<file path="src/rtl/i2c_master_bit_engine_core_defines.svh">
// Assertion macros shared by the I2C master bit engine RTL.
`ifndef I2C_MASTER_BIT_ENGINE_CORE_DEFINES_SVH
`define I2C_MASTER_BIT_ENGINE_CORE_DEFINES_SVH
`ifndef ASSERT_OFF
// Clocked check, disabled while reset is asserted.
`define I2C_MBE_ASSERT(label, clk, rst_n, prop, msg) \
    label: assert property (@(posedge clk) disable iff (!rst_n) prop) else $error(msg);
// Clocked check that also holds during reset.
`define I2C_MBE_ASSERT_ALWAYS(label, clk, prop, msg) \
    label: assert property (@(posedge clk) prop) else $error(msg);
`else
`define I2C_MBE_ASSERT(label, clk, rst_n, prop, msg)
`define I2C_MBE_ASSERT_ALWAYS(label, clk, prop, msg)
`endif
`endif

</file>
<file path="src/rtl/i2c_mbe_pkg.sv">
// Package: shared types and constants of the I2C master bit engine.
`timescale 1ns / 1ps
`default_nettype none
package i2c_mbe_pkg;

    localparam int unsigned KIND_W      = 3;
    localparam int unsigned BYTE_W      = 8;
    localparam int unsigned HALF_W      = 16;
    localparam int unsigned BIT_IDX_W   = 3;

    localparam logic [HALF_W-1:0]    HALF_PERIOD_RST = 16'd125;
    localparam logic [BIT_IDX_W-1:0] BIT_IDX_MSB     = 3'd7;

    typedef enum logic [KIND_W-1:0] {
        KIND_TICK    = 3'd0,
        KIND_START   = 3'd1,
        KIND_RESTART = 3'd2,
        KIND_STOP    = 3'd3,
        KIND_WRITE   = 3'd4,
        KIND_READ    = 3'd5
    } t_kind;

endpackage
`default_nettype wire

</file>
<file path="src/rtl/i2c_mbe_if.sv">
// Interfaces: input and result channels of the I2C master bit engine.
`timescale 1ns / 1ps
`default_nettype none
interface i2c_mbe_in_if;
    logic                                valid;
    logic                                ready;
    logic [i2c_mbe_pkg::KIND_W-1:0]      kind;
    logic [i2c_mbe_pkg::BYTE_W-1:0]      data_byte;
    logic                                send_ack;
    logic                                sda_level;
    logic                                scl_level;

    modport source (output valid, kind, data_byte, send_ack, sda_level, scl_level,
                    input ready);
    modport sink   (input valid, kind, data_byte, send_ack, sda_level, scl_level,
                    output ready);
endinterface

interface i2c_mbe_out_if;
    logic                                valid;
    logic                                ready;
    logic                                scl_pull_low;
    logic                                sda_pull_low;
    logic                                busy_res;
    logic                                done_res;
    logic                                nack;
    logic [i2c_mbe_pkg::BYTE_W-1:0]      read_value;
    logic                                rejected;

    modport source (output valid, scl_pull_low, sda_pull_low, busy_res, done_res, nack,
                    read_value, rejected, input ready);
    modport sink   (input valid, scl_pull_low, sda_pull_low, busy_res, done_res, nack,
                    read_value, rejected, output ready);
endinterface
`default_nettype wire

</file>
<file path="src/rtl/i2c_master_bit_engine_core.sv">
// Top level: I2C master bit sequencer with registered result channel.
`timescale 1ns / 1ps
`default_nettype none
`include "i2c_master_bit_engine_core_defines.svh"

// Open-drain I2C master driven one tick transaction at a time. A tick carries
// the sampled SDA/SCL levels and moves the bit sequencer by at most one phase;
// a command (start, repeated start, stop, write, read) is taken only while idle
// and a command that arrives while busy is flagged as rejected. Every input
// transaction yields exactly one result transaction: the SCL/SDA pull-low
// drives, busy, a done pulse, NACK and the read byte. The block takes one
// transaction per clock unless the result stalls; the result register is
// loaded with the sequencer registers and is seen in the cycle after
// acceptance. Input stays ready while a result waits, if it is taken in that
// same cycle. Half-period register: ticks per delay phase (0 acts as 1); the
// user must write it via i_cfg_wr_en/i_cfg_wr_data while idle; not enforced.
module i2c_master_bit_engine_core (
    input  wire logic                               i_clk,
    input  wire logic                               i_rst_n,
    input  wire logic                               i_cfg_wr_en,
    input  wire logic [i2c_mbe_pkg::HALF_W-1:0]     i_cfg_wr_data,
    i2c_mbe_in_if.sink                              i_in,
    i2c_mbe_out_if.source                           o_out
);

    typedef enum logic [4:0] {
        PH_IDLE, PH_ST_HOLD, PH_RS_A, PH_RS_B, PH_RS_C, PH_RS_D,
        PH_SP_A, PH_SP_B, PH_SP_C, PH_WR_LOW, PH_WR_HIGH, PH_WA_LOW,
        PH_WA_WAIT, PH_RD_LOW, PH_RD_HIGH, PH_RA_LOW, PH_RA_WAIT, PH_RA_TAIL
    } t_phase;

    t_phase                                 r_phase, n_phase;
    i2c_mbe_pkg::t_kind                     r_operation, n_operation;
    logic [i2c_mbe_pkg::BIT_IDX_W-1:0]      r_bit_index, n_bit_index;
    logic [i2c_mbe_pkg::BYTE_W-1:0]         r_shift_byte, n_shift_byte;
    logic [i2c_mbe_pkg::HALF_W-1:0]         r_delay_count, n_delay_count;
    logic                                   r_scl_driven, n_scl_driven;
    logic                                   r_sda_driven, n_sda_driven;
    logic                                   r_ack_choice, n_ack_choice;
    logic                                   r_nack_flag, n_nack_flag;
    logic [i2c_mbe_pkg::HALF_W-1:0]         r_half_period;

    logic                                   r_out_valid;
    logic                                   r_out_scl, r_out_sda, r_out_busy, r_out_done;
    logic                                   r_out_nack, r_out_rejected;
    logic [i2c_mbe_pkg::BYTE_W-1:0]         r_out_read_value;

    logic                                   n_done, n_rejected, n_nack;
    logic [i2c_mbe_pkg::BYTE_W-1:0]         n_read_value;

    logic                                   w_accept;
    logic                                   w_is_cmd;
    logic                                   w_do_enter;
    t_phase                                 w_enter_ph;
    logic [i2c_mbe_pkg::HALF_W-1:0]         w_limit;
    logic [i2c_mbe_pkg::HALF_W-1:0]         w_cnt_inc;
    logic                                   w_delay_over;

    assign i_in.ready = !r_out_valid || o_out.ready;
    assign w_accept   = i_in.valid && i_in.ready;

    always_comb begin
        case (i_in.kind) inside
            i2c_mbe_pkg::KIND_START, i2c_mbe_pkg::KIND_RESTART, i2c_mbe_pkg::KIND_STOP,
            i2c_mbe_pkg::KIND_WRITE, i2c_mbe_pkg::KIND_READ: w_is_cmd = 1'b1;
            default:                                         w_is_cmd = 1'b0;
        endcase
    end

    assign w_limit      = (r_half_period == '0) ? {{(i2c_mbe_pkg::HALF_W-1){1'b0}}, 1'b1}
                                                : r_half_period;
    assign w_cnt_inc    = r_delay_count + {{(i2c_mbe_pkg::HALF_W-1){1'b0}}, 1'b1};
    assign w_delay_over = (w_cnt_inc >= w_limit) || (w_cnt_inc == '0);

    always_comb begin
        n_phase       = r_phase;
        n_operation   = r_operation;
        n_bit_index   = r_bit_index;
        n_shift_byte  = r_shift_byte;
        n_delay_count = r_delay_count;
        n_scl_driven  = r_scl_driven;
        n_sda_driven  = r_sda_driven;
        n_ack_choice  = r_ack_choice;
        n_nack_flag   = r_nack_flag;
        n_done        = 1'b0;
        n_rejected    = 1'b0;
        w_do_enter    = 1'b0;
        w_enter_ph    = PH_IDLE;

        if (w_is_cmd) begin
            if (r_phase != PH_IDLE) begin
                n_rejected = 1'b1;
            end else begin
                n_operation  = i2c_mbe_pkg::t_kind'(i_in.kind);
                n_shift_byte = i_in.data_byte;
                n_bit_index  = i2c_mbe_pkg::BIT_IDX_MSB;
                n_ack_choice = i_in.send_ack;
                n_nack_flag  = 1'b0;
                w_do_enter   = 1'b1;
                unique case (i_in.kind)
                    i2c_mbe_pkg::KIND_START:   w_enter_ph = PH_ST_HOLD;
                    i2c_mbe_pkg::KIND_RESTART: w_enter_ph = PH_RS_A;
                    i2c_mbe_pkg::KIND_STOP:    w_enter_ph = PH_SP_A;
                    i2c_mbe_pkg::KIND_WRITE:   w_enter_ph = PH_WR_LOW;
                    default: begin
                        n_shift_byte = '0;
                        w_enter_ph   = PH_RD_LOW;
                    end
                endcase
            end
        end else if (i_in.kind == i2c_mbe_pkg::KIND_TICK) begin
            unique case (r_phase)
                PH_IDLE: ;
                PH_WA_WAIT: begin
                    if (i_in.scl_level) begin
                        n_nack_flag = i_in.sda_level;
                        n_phase     = PH_IDLE;
                        n_done      = 1'b1;
                    end
                end
                PH_RA_WAIT: begin
                    if (i_in.scl_level) begin
                        w_do_enter = 1'b1;
                        w_enter_ph = PH_RA_TAIL;
                    end
                end
                default: begin
                    n_delay_count = w_cnt_inc;
                    if (w_delay_over) begin
                        w_do_enter = 1'b1;
                        unique case (r_phase)
                            PH_ST_HOLD: w_enter_ph = PH_WR_LOW;
                            PH_RS_A:    w_enter_ph = PH_RS_B;
                            PH_RS_B:    w_enter_ph = PH_RS_C;
                            PH_RS_C:    w_enter_ph = PH_RS_D;
                            PH_RS_D:    w_enter_ph = PH_WR_LOW;
                            PH_SP_A:    w_enter_ph = PH_SP_B;
                            PH_SP_B:    w_enter_ph = PH_SP_C;
                            PH_WR_LOW:  w_enter_ph = PH_WR_HIGH;
                            PH_WR_HIGH: begin
                                if (r_bit_index == '0) begin
                                    w_enter_ph = PH_WA_LOW;
                                end else begin
                                    n_bit_index = r_bit_index - 1'b1;
                                    w_enter_ph  = PH_WR_LOW;
                                end
                            end
                            PH_WA_LOW:  w_enter_ph = PH_WA_WAIT;
                            PH_RD_LOW:  w_enter_ph = PH_RD_HIGH;
                            PH_RD_HIGH: begin
                                n_shift_byte = {r_shift_byte[i2c_mbe_pkg::BYTE_W-2:0],
                                                i_in.sda_level};
                                if (r_bit_index == '0) begin
                                    w_enter_ph = PH_RA_LOW;
                                end else begin
                                    n_bit_index = r_bit_index - 1'b1;
                                    w_enter_ph  = PH_RD_LOW;
                                end
                            end
                            PH_RA_LOW:  w_enter_ph = PH_RA_WAIT;
                            default: begin
                                // stop tail and read tail finish here
                                w_do_enter    = 1'b0;
                                n_phase       = PH_IDLE;
                                n_delay_count = '0;
                                n_done        = 1'b1;
                            end
                        endcase
                    end
                end
            endcase
        end

        if (w_do_enter) begin
            n_phase       = w_enter_ph;
            n_delay_count = '0;
            unique case (w_enter_ph)
                PH_ST_HOLD: n_sda_driven = 1'b1;
                PH_RS_A:    n_scl_driven = 1'b1;
                PH_RS_B:    n_sda_driven = 1'b0;
                PH_RS_C:    n_scl_driven = 1'b0;
                PH_RS_D:    n_sda_driven = 1'b1;
                PH_SP_A: begin
                    n_scl_driven = 1'b1;
                    n_sda_driven = 1'b1;
                end
                PH_SP_B:    n_scl_driven = 1'b0;
                PH_SP_C:    n_sda_driven = 1'b0;
                PH_WR_LOW: begin
                    n_scl_driven = 1'b1;
                    n_sda_driven = ~n_shift_byte[n_bit_index];
                end
                PH_WR_HIGH: n_scl_driven = 1'b0;
                PH_WA_LOW: begin
                    n_scl_driven = 1'b1;
                    n_sda_driven = 1'b0;
                end
                PH_WA_WAIT: n_scl_driven = 1'b0;
                PH_RD_LOW: begin
                    n_scl_driven = 1'b1;
                    n_sda_driven = 1'b0;
                end
                PH_RD_HIGH: n_scl_driven = 1'b0;
                PH_RA_LOW: begin
                    n_scl_driven = 1'b1;
                    n_sda_driven = n_ack_choice;
                end
                PH_RA_WAIT: n_scl_driven = 1'b0;
                default: ;
            endcase
        end
    end

    always_comb begin
        n_nack       = 1'b0;
        n_read_value = '0;
        if (n_done) begin
            case (n_operation) inside
                i2c_mbe_pkg::KIND_START, i2c_mbe_pkg::KIND_RESTART,
                i2c_mbe_pkg::KIND_WRITE: n_nack       = n_nack_flag;
                i2c_mbe_pkg::KIND_READ:  n_read_value = n_shift_byte;
                default: ;
            endcase
        end
    end

    always_ff @(posedge i_clk) begin
        if (!i_rst_n) begin
            r_phase       <= PH_IDLE;
            r_operation   <= i2c_mbe_pkg::KIND_TICK;
            r_bit_index   <= '0;
            r_shift_byte  <= '0;
            r_delay_count <= '0;
            r_scl_driven  <= 1'b0;
            r_sda_driven  <= 1'b0;
            r_ack_choice  <= 1'b0;
            r_nack_flag   <= 1'b0;
            r_half_period <= i2c_mbe_pkg::HALF_PERIOD_RST;
            r_out_valid   <= 1'b0;
        end else begin
            if (i_cfg_wr_en) begin
                r_half_period <= i_cfg_wr_data;
            end
            if (w_accept) begin
                r_phase       <= n_phase;
                r_operation   <= n_operation;
                r_bit_index   <= n_bit_index;
                r_shift_byte  <= n_shift_byte;
                r_delay_count <= n_delay_count;
                r_scl_driven  <= n_scl_driven;
                r_sda_driven  <= n_sda_driven;
                r_ack_choice  <= n_ack_choice;
                r_nack_flag   <= n_nack_flag;
                r_out_valid   <= 1'b1;
            end else if (o_out.ready) begin
                r_out_valid   <= 1'b0;
            end
        end
        if (w_accept) begin
            r_out_scl        <= n_scl_driven;
            r_out_sda        <= n_sda_driven;
            r_out_busy       <= (n_phase != PH_IDLE);
            r_out_done       <= n_done;
            r_out_nack       <= n_nack;
            r_out_read_value <= n_read_value;
            r_out_rejected   <= n_rejected;
        end
    end

    assign o_out.valid        = r_out_valid;
    assign o_out.scl_pull_low = r_out_scl;
    assign o_out.sda_pull_low = r_out_sda;
    assign o_out.busy_res     = r_out_busy;
    assign o_out.done_res     = r_out_done;
    assign o_out.nack         = r_out_nack;
    assign o_out.read_value   = r_out_read_value;
    assign o_out.rejected     = r_out_rejected;

    `I2C_MBE_ASSERT(a_busy_cmd_rejected, i_clk, i_rst_n, w_accept && w_is_cmd && r_phase != PH_IDLE |=> r_out_valid && r_out_rejected, "command while busy not rejected")
    `I2C_MBE_ASSERT(a_done_not_busy, i_clk, i_rst_n, r_out_valid && r_out_done |-> !r_out_busy, "done reported while still busy")
    `I2C_MBE_ASSERT(a_nack_needs_done, i_clk, i_rst_n, r_out_valid && (r_out_nack || r_out_read_value != '0) |-> r_out_done, "nack or read byte without done")
    `I2C_MBE_ASSERT(a_reject_not_done, i_clk, i_rst_n, r_out_valid && r_out_rejected |-> !r_out_done, "rejected transaction also reports done")
    `I2C_MBE_ASSERT_ALWAYS(a_reset_idle, i_clk, !i_rst_n |=> r_phase == PH_IDLE && !r_out_valid, "reset did not return sequencer to idle")

endmodule
`default_nettype wire

</file>
<file path="src/flat_wrapper.sv">
// flat-port wrapper written by rule: the top's interface ports become plain ports
module i2c_master_bit_engine_core_flat 
  (i_clk, i_rst_n, i_cfg_wr_en, i_cfg_wr_data, i_in_valid, i_in_kind, i_in_data_byte, i_in_send_ack, i_in_sda_level, i_in_scl_level, i_in_ready, o_out_valid, o_out_scl_pull_low, o_out_sda_pull_low, o_out_busy_res, o_out_done_res, o_out_nack, o_out_read_value, o_out_rejected, o_out_ready);
  i2c_mbe_in_if i_in_i ();
  i2c_mbe_out_if o_out_i ();
  input  wire logic i_clk;
  input  wire logic i_rst_n;
  input  wire logic i_cfg_wr_en;
  input  wire logic [i2c_mbe_pkg::HALF_W-1:0] i_cfg_wr_data;
  input wire logic [$bits(i_in_i.valid)-1:0] i_in_valid;
  input wire logic [$bits(i_in_i.kind)-1:0] i_in_kind;
  input wire logic [$bits(i_in_i.data_byte)-1:0] i_in_data_byte;
  input wire logic [$bits(i_in_i.send_ack)-1:0] i_in_send_ack;
  input wire logic [$bits(i_in_i.sda_level)-1:0] i_in_sda_level;
  input wire logic [$bits(i_in_i.scl_level)-1:0] i_in_scl_level;
  output wire logic [$bits(i_in_i.ready)-1:0] i_in_ready;
  output wire logic [$bits(o_out_i.valid)-1:0] o_out_valid;
  output wire logic [$bits(o_out_i.scl_pull_low)-1:0] o_out_scl_pull_low;
  output wire logic [$bits(o_out_i.sda_pull_low)-1:0] o_out_sda_pull_low;
  output wire logic [$bits(o_out_i.busy_res)-1:0] o_out_busy_res;
  output wire logic [$bits(o_out_i.done_res)-1:0] o_out_done_res;
  output wire logic [$bits(o_out_i.nack)-1:0] o_out_nack;
  output wire logic [$bits(o_out_i.read_value)-1:0] o_out_read_value;
  output wire logic [$bits(o_out_i.rejected)-1:0] o_out_rejected;
  input wire logic [$bits(o_out_i.ready)-1:0] o_out_ready;
  assign i_in_i.valid = i_in_valid;
  assign i_in_i.kind = i_in_kind;
  assign i_in_i.data_byte = i_in_data_byte;
  assign i_in_i.send_ack = i_in_send_ack;
  assign i_in_i.sda_level = i_in_sda_level;
  assign i_in_i.scl_level = i_in_scl_level;
  assign i_in_ready = i_in_i.ready;
  assign o_out_valid = o_out_i.valid;
  assign o_out_scl_pull_low = o_out_i.scl_pull_low;
  assign o_out_sda_pull_low = o_out_i.sda_pull_low;
  assign o_out_busy_res = o_out_i.busy_res;
  assign o_out_done_res = o_out_i.done_res;
  assign o_out_nack = o_out_i.nack;
  assign o_out_read_value = o_out_i.read_value;
  assign o_out_rejected = o_out_i.rejected;
  assign o_out_i.ready = o_out_ready;
  i2c_master_bit_engine_core u_core (.i_clk(i_clk), .i_rst_n(i_rst_n), .i_cfg_wr_en(i_cfg_wr_en), .i_cfg_wr_data(i_cfg_wr_data), .i_in(i_in_i), .o_out(o_out_i));
endmodule
</file>
<file path="config.mk">
export PLATFORM = sky130hd
export DESIGN_NAME = i2c_master_bit_engine_core_flat
export DESIGN_NICKNAME = d
export VERILOG_FILES = /design/src/rtl/i2c_mbe_pkg.sv /design/src/rtl/i2c_mbe_if.sv /design/src/rtl/i2c_master_bit_engine_core.sv /design/src/flat_wrapper.sv
export VERILOG_INCLUDE_DIRS = /design/src /design/src/rtl
export SDC_FILE = /design/constraint.sdc
export NUM_CORES = 1
export LEC_CHECK = 0
export ABC_AREA = 1
export BUFFER_PORTS_ARGS = -buffer_cell sky130_fd_sc_hd__buf_2
export CAP_MARGIN = 5
export CORE_MARGIN = 5
export CORE_UTILIZATION = 60
export CTS_CLUSTER_DIAMETER = 120
export DETAILED_ROUTE_END_ITERATION = 10
export MAX_ROUTING_LAYER = met4
export PLACE_DENSITY = 0.82
export SYNTH_ARGS = -nofsm -noshare
export SYNTH_HDL_FRONTEND = slang
export SYNTH_SLANG_ARGS = --single-unit
</file>
<file path="constraint.sdc">
create_clock -name i_clk -period 4 [get_ports i_clk]
set_input_delay 0.4 -clock i_clk [delete_from_list [all_inputs] [get_ports i_clk]]
set_output_delay 0.4 -clock i_clk [all_outputs]
set_load 0.005 [all_outputs]
</file>
---- Word-level counts from Yosys, hierarchy flattened ----
Index checks and enable logic that the tools add are counted.
storage, ports and cells
  input port bits ......................... 35
  register bits after elaboration ......... 70
  output and inout port bits .............. 16
  logic and storage cells ................. 165
operators by class
  bitwise logic cells ..................... 3
  equal/unequal tests ..................... 42
  reductions and logical operators ........ 29
  add/sub/neg operators ................... 2
  mux-type cells .......................... 69
  $lt $le $gt $ge ......................... 2
operator list
  kind                   number
  $mux 16                7
  $eq 5x4->1 const B     15
  $pmux 5 s12            1
  $mux 8                 7
  $mux 5                 11
  $eq 5x3->1 const B     8
  $logic_not 16->1       2
  $mux 3                 9
  $mux 1                 24
  $eq 5x2->1 const B     4
  $pmux 5 s2             2
  $add 16x1->16 const B  1
  $ge 16x16->1           1
  $pmux 4 s4             1
  $reduce_or 13->1       1
  $eq 3x3->1 const B     4
  $reduce_or 6->1        2
  $eq 5x1->1 const B     2
  $eq 5x5->1 const B     2
  $reduce_bool 5->1      2
  $reduce_or 5->1        2
  $eq 3x2->1 const B     3
  $reduce_or 3->1        3
  $reduce_or 2->1        4
  other kinds (19)       29

---- Depth between registers and ports, before layout ----
  depth in word-level cells ............... 13
  mapped depth ............................ 28
  depth with buffers taken out ............ 28

---- Worst setup path after synthesis ----
Ideal clock, no wire load.
  path kind ............................... register to register
  from .................................... reg u_core.r_delay_count[0] (netlist bit)
  to ...................................... reg u_core.r_out_sda, in the netlist u_core.o_out.sda_pull_low (data pin)
  clock period less this slack ............ 3.090 ns
  required time ........................... 3.738 ns
  path buffers ............................ 1
  data arrival time ....................... 2.829 ns
  setup time .............................. 0.262 ns
  setup slack ............................. 0.910 ns
  cell stages (with the launch flop) ...... 25
  cells stage by stage .................... dfxtp_1 > ha_1 > nand3_1 > nor2_1 > nand4_1 > nand2_1 > inv_1 > ha_1 > nand2_1 > inv_1 > a31oi_1 > o21ai_0 > nor2_1 > nand2_1 > nor2_1 > nand2_4 > buf_4 > nand4_1 > nand3_1 > nand2_1 > nand3_1 > nand3_1 > nand2_1 > nand2_1 > nand3_1
between the ends
  word-level cells in the longest chain between the ends .. 12
  elaborated cells between the ends (all ways) .. 36
  those cells by class .................... 1 x add/sub; 1 x order compare; 9 x eq/ne; 20 x mux; 1 x bitwise; 4 x reduce/logical
RTL lines
  what                                              line                               source
  from (decl)                                       i2c_master_bit_engine_core.sv:36   logic [i2c_mbe_pkg::HALF_W-1:0] r_delay_count, n_delay_count;
  from (signal assigned)                            i2c_master_bit_engine_core.sv:249  r_delay_count <= n_delay_count;
  $add 16x1->16 *                                   i2c_master_bit_engine_core.sv:72   assign w_cnt_inc = r_delay_count + {{(i2c_mbe_pkg::HALF_W-1){1'b0}}, 1'b1};
  $ge 16x16->1 or $logic_not 16->1 (tied branches)  i2c_master_bit_engine_core.sv:73   assign w_delay_over = (w_cnt_inc >= w_limit) || (w_cnt_inc == '0);
  $logic_or 1x1->1 *                                i2c_master_bit_engine_core.sv:73
  $mux 8 or $mux 3 (tied branches)                  i2c_master_bit_engine_core.sv:129  if (w_delay_over) begin
  $mux 8 or $mux 3 (tied branches)                  i2c_master_bit_engine_core.sv:112  unique case (r_phase)
  $mux 8 or $mux 3 (tied branches)                  i2c_master_bit_engine_core.sv:111  end else if (i_in.kind == i2c_mbe_pkg::KIND_TICK) begin
  $mux 8 or $mux 3 (tied branches)                  i2c_master_bit_engine_core.sv:90   if (w_is_cmd) begin
  $bmux 1 s3                                        i2c_master_bit_engine_core.sv:191  n_sda_driven = ~n_shift_byte[n_bit_index];
  $mux 1 (not written as such)                      i2c_master_bit_engine_core.sv:191
  $not 1->1                                         i2c_master_bit_engine_core.sv:191
  $pmux 1 s4                                        i2c_master_bit_engine_core.sv:177  unique case (w_enter_ph)
  $mux 1 *                                          i2c_master_bit_engine_core.sv:174  if (w_do_enter) begin
  via u_core.n_sda_driven                           i2c_master_bit_engine_core.sv:38   logic r_sda_driven, n_sda_driven;
  to (signal assigned)                              i2c_master_bit_engine_core.sv:261  r_out_sda <= n_sda_driven;
  to (decl)                                         i2c_master_bit_engine_core.sv:44   logic r_out_scl, r_out_sda, r_out_busy, r_out_done;
Mark *: on every way through the listed nets, which the timed path passes. The rest lies on a longest branch. The select of a mux whose other input is x is not followed.
A chain may end at the register's enable or synchronous reset.

---- Final worst setup path ----
  from .................................... reg u_core.r_delay_count[1] (netlist bit)
  to ...................................... reg u_core.r_delay_count[3] (netlist bit)
between the ends
  word-level cells in the longest chain between the ends .. 9
  elaborated cells between the ends (all ways) .. 18
  those cells by class .................... 1 x add/sub; 1 x order compare; 2 x eq/ne; 10 x mux; 4 x reduce/logical
RTL lines
  what                                                 line
  $add 16x1->16 *                                      i2c_master_bit_engine_core.sv:72
  $ge 16x16->1 or $logic_not 16->1 (tied branches)     i2c_master_bit_engine_core.sv:73
  $logic_or 1x1->1                                     i2c_master_bit_engine_core.sv:73
  $mux 1                                               i2c_master_bit_engine_core.sv:129
  $pmux 1 s2                                           i2c_master_bit_engine_core.sv:112
  $mux 1                                               i2c_master_bit_engine_core.sv:111
  $mux 1                                               i2c_master_bit_engine_core.sv:90
  $ne 2x2->1 (no source line) (tied with other cells)  -
  $reduce_and 4->1 (no source line)                    -
Mark *: on every way between the ends. The rest lies on a longest branch, timed or not. The select of a mux whose other input is x is not followed.

==> results.sh <==
export IMPL_synth_async_reset_ratio=0
export IMPL_hold_path_endpoint="u_core.r_half_period[4]$_SDFFE_PN1P_"
export IMPL_r2r_start="u_core.r_delay_count[1]$_SDFFE_PN0P_"
export IMPL_post_cts_setup_buffers=0
export IMPL_most_area_hungry_cell_type_in_the_yosys_netlist="sky130_fd_sc_hd__dfxtp_1"
export IMPL_antenna_violating_nets_post_route=0
export IMPL_sw_frac_of_total=0.3557
export IMPL_std_cell_rows=32
export IMPL_post_dp_cell_area_mm2=0.005064
export IMPL_grt_first_pass_wirelength_um=21380
export IMPL_ctsHoldBuffers=0
export IMPL_ys_seq_area_frac=0.3259
export IMPL_ys_seq_elements=70
export IMPL_postSynthAreaPerCell_um2=6.718
export IMPL_wirelength_um=12580
export IMPL_worst_r2r_path_depth=24
export IMPL_die_y_um=98.79
export IMPL_worstHoldPathType="input port to flop"
export IMPL_finalCritPeriodShare=0.9194
export IMPL_postLayoutSetupSlackWorst_ns=0.3225
export IMPL_place_port_buffers=50
export IMPL_worst_path_max_delay_cell="sky130_fd_sc_hd__dfxtp_1"
export IMPL_worstPathMaxFanout=17
export IMPL_clk_pin_slew_ns=0.09
export IMPL_clk_latency_ns=0.36
export IMPL_routedWlPerCell_um=14.65
export IMPL_clock_sink_count=70
export IMPL_internal_power_uw=1319
export IMPL_die_width_um=98.79
export IMPL_netlist_area_mm2=0.004730
export IMPL_die_area_mm2=0.009758
export IMPL_numCtsBuffers=9
export IMPL_critical_path_cell_chain="ha_1 > nand3_1 > nor2_1 > nand4_1 > nand2_1 > inv_1 > ha_1 > nand2_1 > inv_1 > a31oi_1 > o21ai_0 > nor2_1 > nand2_1 > nor2_2 > nand2_4 > nand2_2 > a21oi_4 > nor2_4 > inv_2 > nor2_4 > inv_2 > a21oi_1 > o21ai_0 > a21oi_1"
export IMPL_clock_power_share=0.331
export IMPL_cpMostUsedCell="sky130_fd_sc_hd__nand2_1"
export IMPL_cp_arrival_ns=3.96
export IMPL_post_place_ws_ns=0.1660
export IMPL_power_frac_comb=0.269
export IMPL_cts_path_max_buffers=2
export IMPL_number_of_h_tree_branching_levels=3
export IMPL_switching_power_uw=728.4
export IMPL_top_level_ports=51
export IMPL_core_region_area_mm2=0.007687
export IMPL_r2r_slack_ns=0.32
export IMPL_worstMarginPinSlew_ns=0.6219
export IMPL_gp_routability_congestion=0.9390
export IMPL_critPathRequiredTime_ns=4.28
export IMPL_run_status="complete, but fails checks"
export IMPL_report_final_slew_viol_count=0
export IMPL_hold_path_startpoint="i_cfg_wr_data[4]"
export IMPL_first_global_vias=4666
export IMPL_drive_gt1_frac=0.1598
export IMPL_maximum_number_of_pins_on_one_net_before_global_route_repair=46
export IMPL_detail_route_first_pass_iterations=8
export IMPL_leakagePower_uw=0.002538
export IMPL_dp_final_hpwl_um=9487
export IMPL_critical_path_top_delay_family="simple AND/OR/NAND/NOR gates"
export IMPL_syn_instance_count=704
export IMPL_critPathBufInv=4
export IMPL_fin_area_mm2=0.005303
export IMPL_crit_path_max_incr_delay_ns=0.40
export IMPL_fmax_mhz=271.9
export IMPL_finish_utilization=0.6898
export IMPL_synth_enable_flop_cells=14
export IMPL_hold_depth=3
export IMPL_postSynth_topFlopCell="sky130_fd_sc_hd__dfxtp_1"
export IMPL_slew_headroom=0.5854
export IMPL_final_period_minus_worst_setup_slack_ns=3.678
export IMPL_fin_tns_setup_ns=0
export IMPL_power_ir_vdd_worst_v=0.0002139
export IMPL_violations="design-rule violations"
export IMPL_drt_drc_violations_left=2
export IMPL_max_cap_violations=0
export IMPL_crit_reg2reg_capture="u_core.r_delay_count[3]$_SDFFE_PN0P_"
export IMPL_leading_cell_types_by_total_area_after_synthesis="sky130_fd_sc_hd__dfxtp_1 (24%), sky130_fd_sc_hd__inv_1 (9.3%), sky130_fd_sc_hd__edfxtp_1 (8.9%)"
export IMPL_crit_path_end_kind="flop"
export IMPL_cell_at_the_root_of_the_clock_tree="sky130_fd_sc_hd__clkbuf_8"
export IMPL_netlist_cell_type_count=47
export IMPL_number_of_antenna_violations_at_the_first_check_in_global_routing=0
export IMPL_synth_common_cells="sky130_fd_sc_hd__inv_1 (117), sky130_fd_sc_hd__nand2_1 (109), sky130_fd_sc_hd__nor2_1 (68), sky130_fd_sc_hd__a21oi_1 (67), sky130_fd_sc_hd__nand3_1 (67)"
export IMPL_iteration_0_drc_count_of_the_detailed_router=374
export IMPL_vias_per_cell=5.692
export IMPL_vias=4889
export IMPL_tritoncts="done"
export IMPL_yosysMostFrequentCell="sky130_fd_sc_hd__inv_1"
export IMPL_rsz0062_at_grt="no"
export IMPL_pwr_cell_area_mw_per_mm2=386.2
export IMPL_yosysWarningCount=0
export IMPL_cp_depth=24
export IMPL_synth_nets=758
export IMPL_n_antenna_cell=0
export IMPL_floorplan_initialDensity=0.6152
export IMPL_groute_usage_overall=0.2709
export IMPL_synth_top_cell_area_share=0.2370
export IMPL_area_growth_syn_to_layout_pct=12.12
export IMPL_power_sequential_fraction=0.400
export IMPL_globalRouteOverflowTotal=0
export IMPL_count_of_endpoints_failing_setup_in_the_final_report=0
export IMPL_timing_worst_setup_path_type="flop to flop"
export IMPL_nets=806
export IMPL_finalHoldViolations=0
export IMPL_worstSetupStartpointType="flop"
export IMPL_clock_skew_final_ns=0.01265
## cells by family (layout without fill, tap and decap cells)
group                      after synthesis  count (layout)  synth area share
xor gates and xnor gates                 2               2          0.005292
and+or+nand+nor                        302             302            0.2960
buffers and inverters                  149             202            0.1227
AOI/OAI and AO/OA                      161             161            0.1976
adders and majority gates               19              19           0.05026
muxes                                    1               1          0.002116
DFF                                     70              70            0.3259
## timing repair
action | in CTS | in global routing
resized for setup | 0 | 4
endpoints found under the setup margin | 0 | 20
hold endpoints to repair | 0 | 0
## sequential cells by signal, indices dropped and copies added, names as in the netlist
register	cells
u_core.o_out.busy_res	1
u_core.o_out.done_res	1
u_core.o_out.nack	1
u_core.o_out.read_value	8
u_core.o_out.rejected	1
u_core.o_out.scl_pull_low	1
u_core.o_out.sda_pull_low	1
u_core.o_out.valid	1
u_core.r_ack_choice	1
u_core.r_bit_index	3
u_core.r_delay_count	16
u_core.r_half_period	16
u_core.r_nack_flag	1
u_core.r_operation	3
u_core.r_phase	5
u_core.r_scl_driven	1
u_core.r_sda_driven	1
u_core.r_shift_byte	8
## cell usage in the layout (no fill, tap or decap), types with 11 or more instances in the layout
master and count:
sky130_fd_sc_hd__edfxtp_1 14, sky130_fd_sc_hd__ha_1 19, sky130_fd_sc_hd__o21ai_0 53, sky130_fd_sc_hd__nand3_1 67, sky130_fd_sc_hd__buf_2 50, sky130_fd_sc_hd__o211ai_1 13
sky130_fd_sc_hd__inv_2 11, sky130_fd_sc_hd__inv_1 117, sky130_fd_sc_hd__nor2_1 67, sky130_fd_sc_hd__nand2_1 107, sky130_fd_sc_hd__a21oi_1 67, sky130_fd_sc_hd__nand4_1 18
sky130_fd_sc_hd__dfxtp_1 56, sky130_fd_sc_hd__nand2_2 11
## per-stage QoR
stage               total power (uW)  hold WS (ns)  std cells
global placement                1357        0.4754        843
finish                          2048        0.2571        859
detailed placement              1372        0.4840        843
global route                    2168        0.2551        859
CTS                             2042        0.2518        859
floorplan                       1224        0.4450        704
## worst reg2reg max path, delay by kind of cell (launching register included)
| family | cells | cell delay (ns) |
|---|---|---|
| DFF | 1 | 0.40 |
| AOI/OAI and AO/OA | 6 | 0.73 |
| adders and majority gates | 2 | 0.54 |
| and+or+nand+nor | 12 | 1.67 |
| buffers and inverters | 4 | 0.29 |
## final cells by class
| type | count | area [um^2] |
|---|---|---|
| multi-input combinational | 485 | 2615 |
| inverter | 129 | 484.2 |
| timing repair buffer | 57 | 306.5 |
| tap | 102 | 127.6 |
| clock inverter | 7 | 103.9 |
| clock buffer | 9 | 123.9 |
| fill | 704 | 2385 |
| sequential | 70 | 1541 |
## worst max-delay path by stage
stage | from | endpoint
6_report | u_core.r_delay_count[1]$_SDFFE_PN0P_ | u_core.r_delay_count[3]$_SDFFE_PN0P_
5_1_grt | u_core.r_delay_count[1]$_SDFFE_PN0P_ | u_core.r_delay_count[3]$_SDFFE_PN0P_
4_1_cts | u_core.r_delay_count[0]$_SDFFE_PN0P_ | u_core.r_delay_count[15]$_SDFFE_PN0P_
3_5_place_dp | u_core.r_delay_count[0]$_SDFFE_PN0P_ | u_core.r_delay_count[15]$_SDFFE_PN0P_
3_3_place_gp | u_core.r_delay_count[0]$_SDFFE_PN0P_ | u_core.r_delay_count[15]$_SDFFE_PN0P_
2_1_floorplan | u_core.r_delay_count[0]$_SDFFE_PN0P_ | u_core.o_out.sda_pull_low$_DFFE_PP_
## per-layer routing
metal,wire length [um],up-vias,share of wire,track usage
li1,-,2440,-,-
met1,5456,2221,0.43,0.3355
met2,5988,200,0.48,0.4483
met3,872,28,0.069,0.04459
met4,265,0,0.021,0.09139
met5,0,-,0,-
## power groups by stage
stage,logic [uW],clock network [uW],registers (uW)
after floorplan,399,0,825
after global placement,525,0,832
after detailed placement,539,0,833
after CTS,542,683,818
after global routing,622,720,826
final,551,678,819
(Power assumes the default switching activity.)
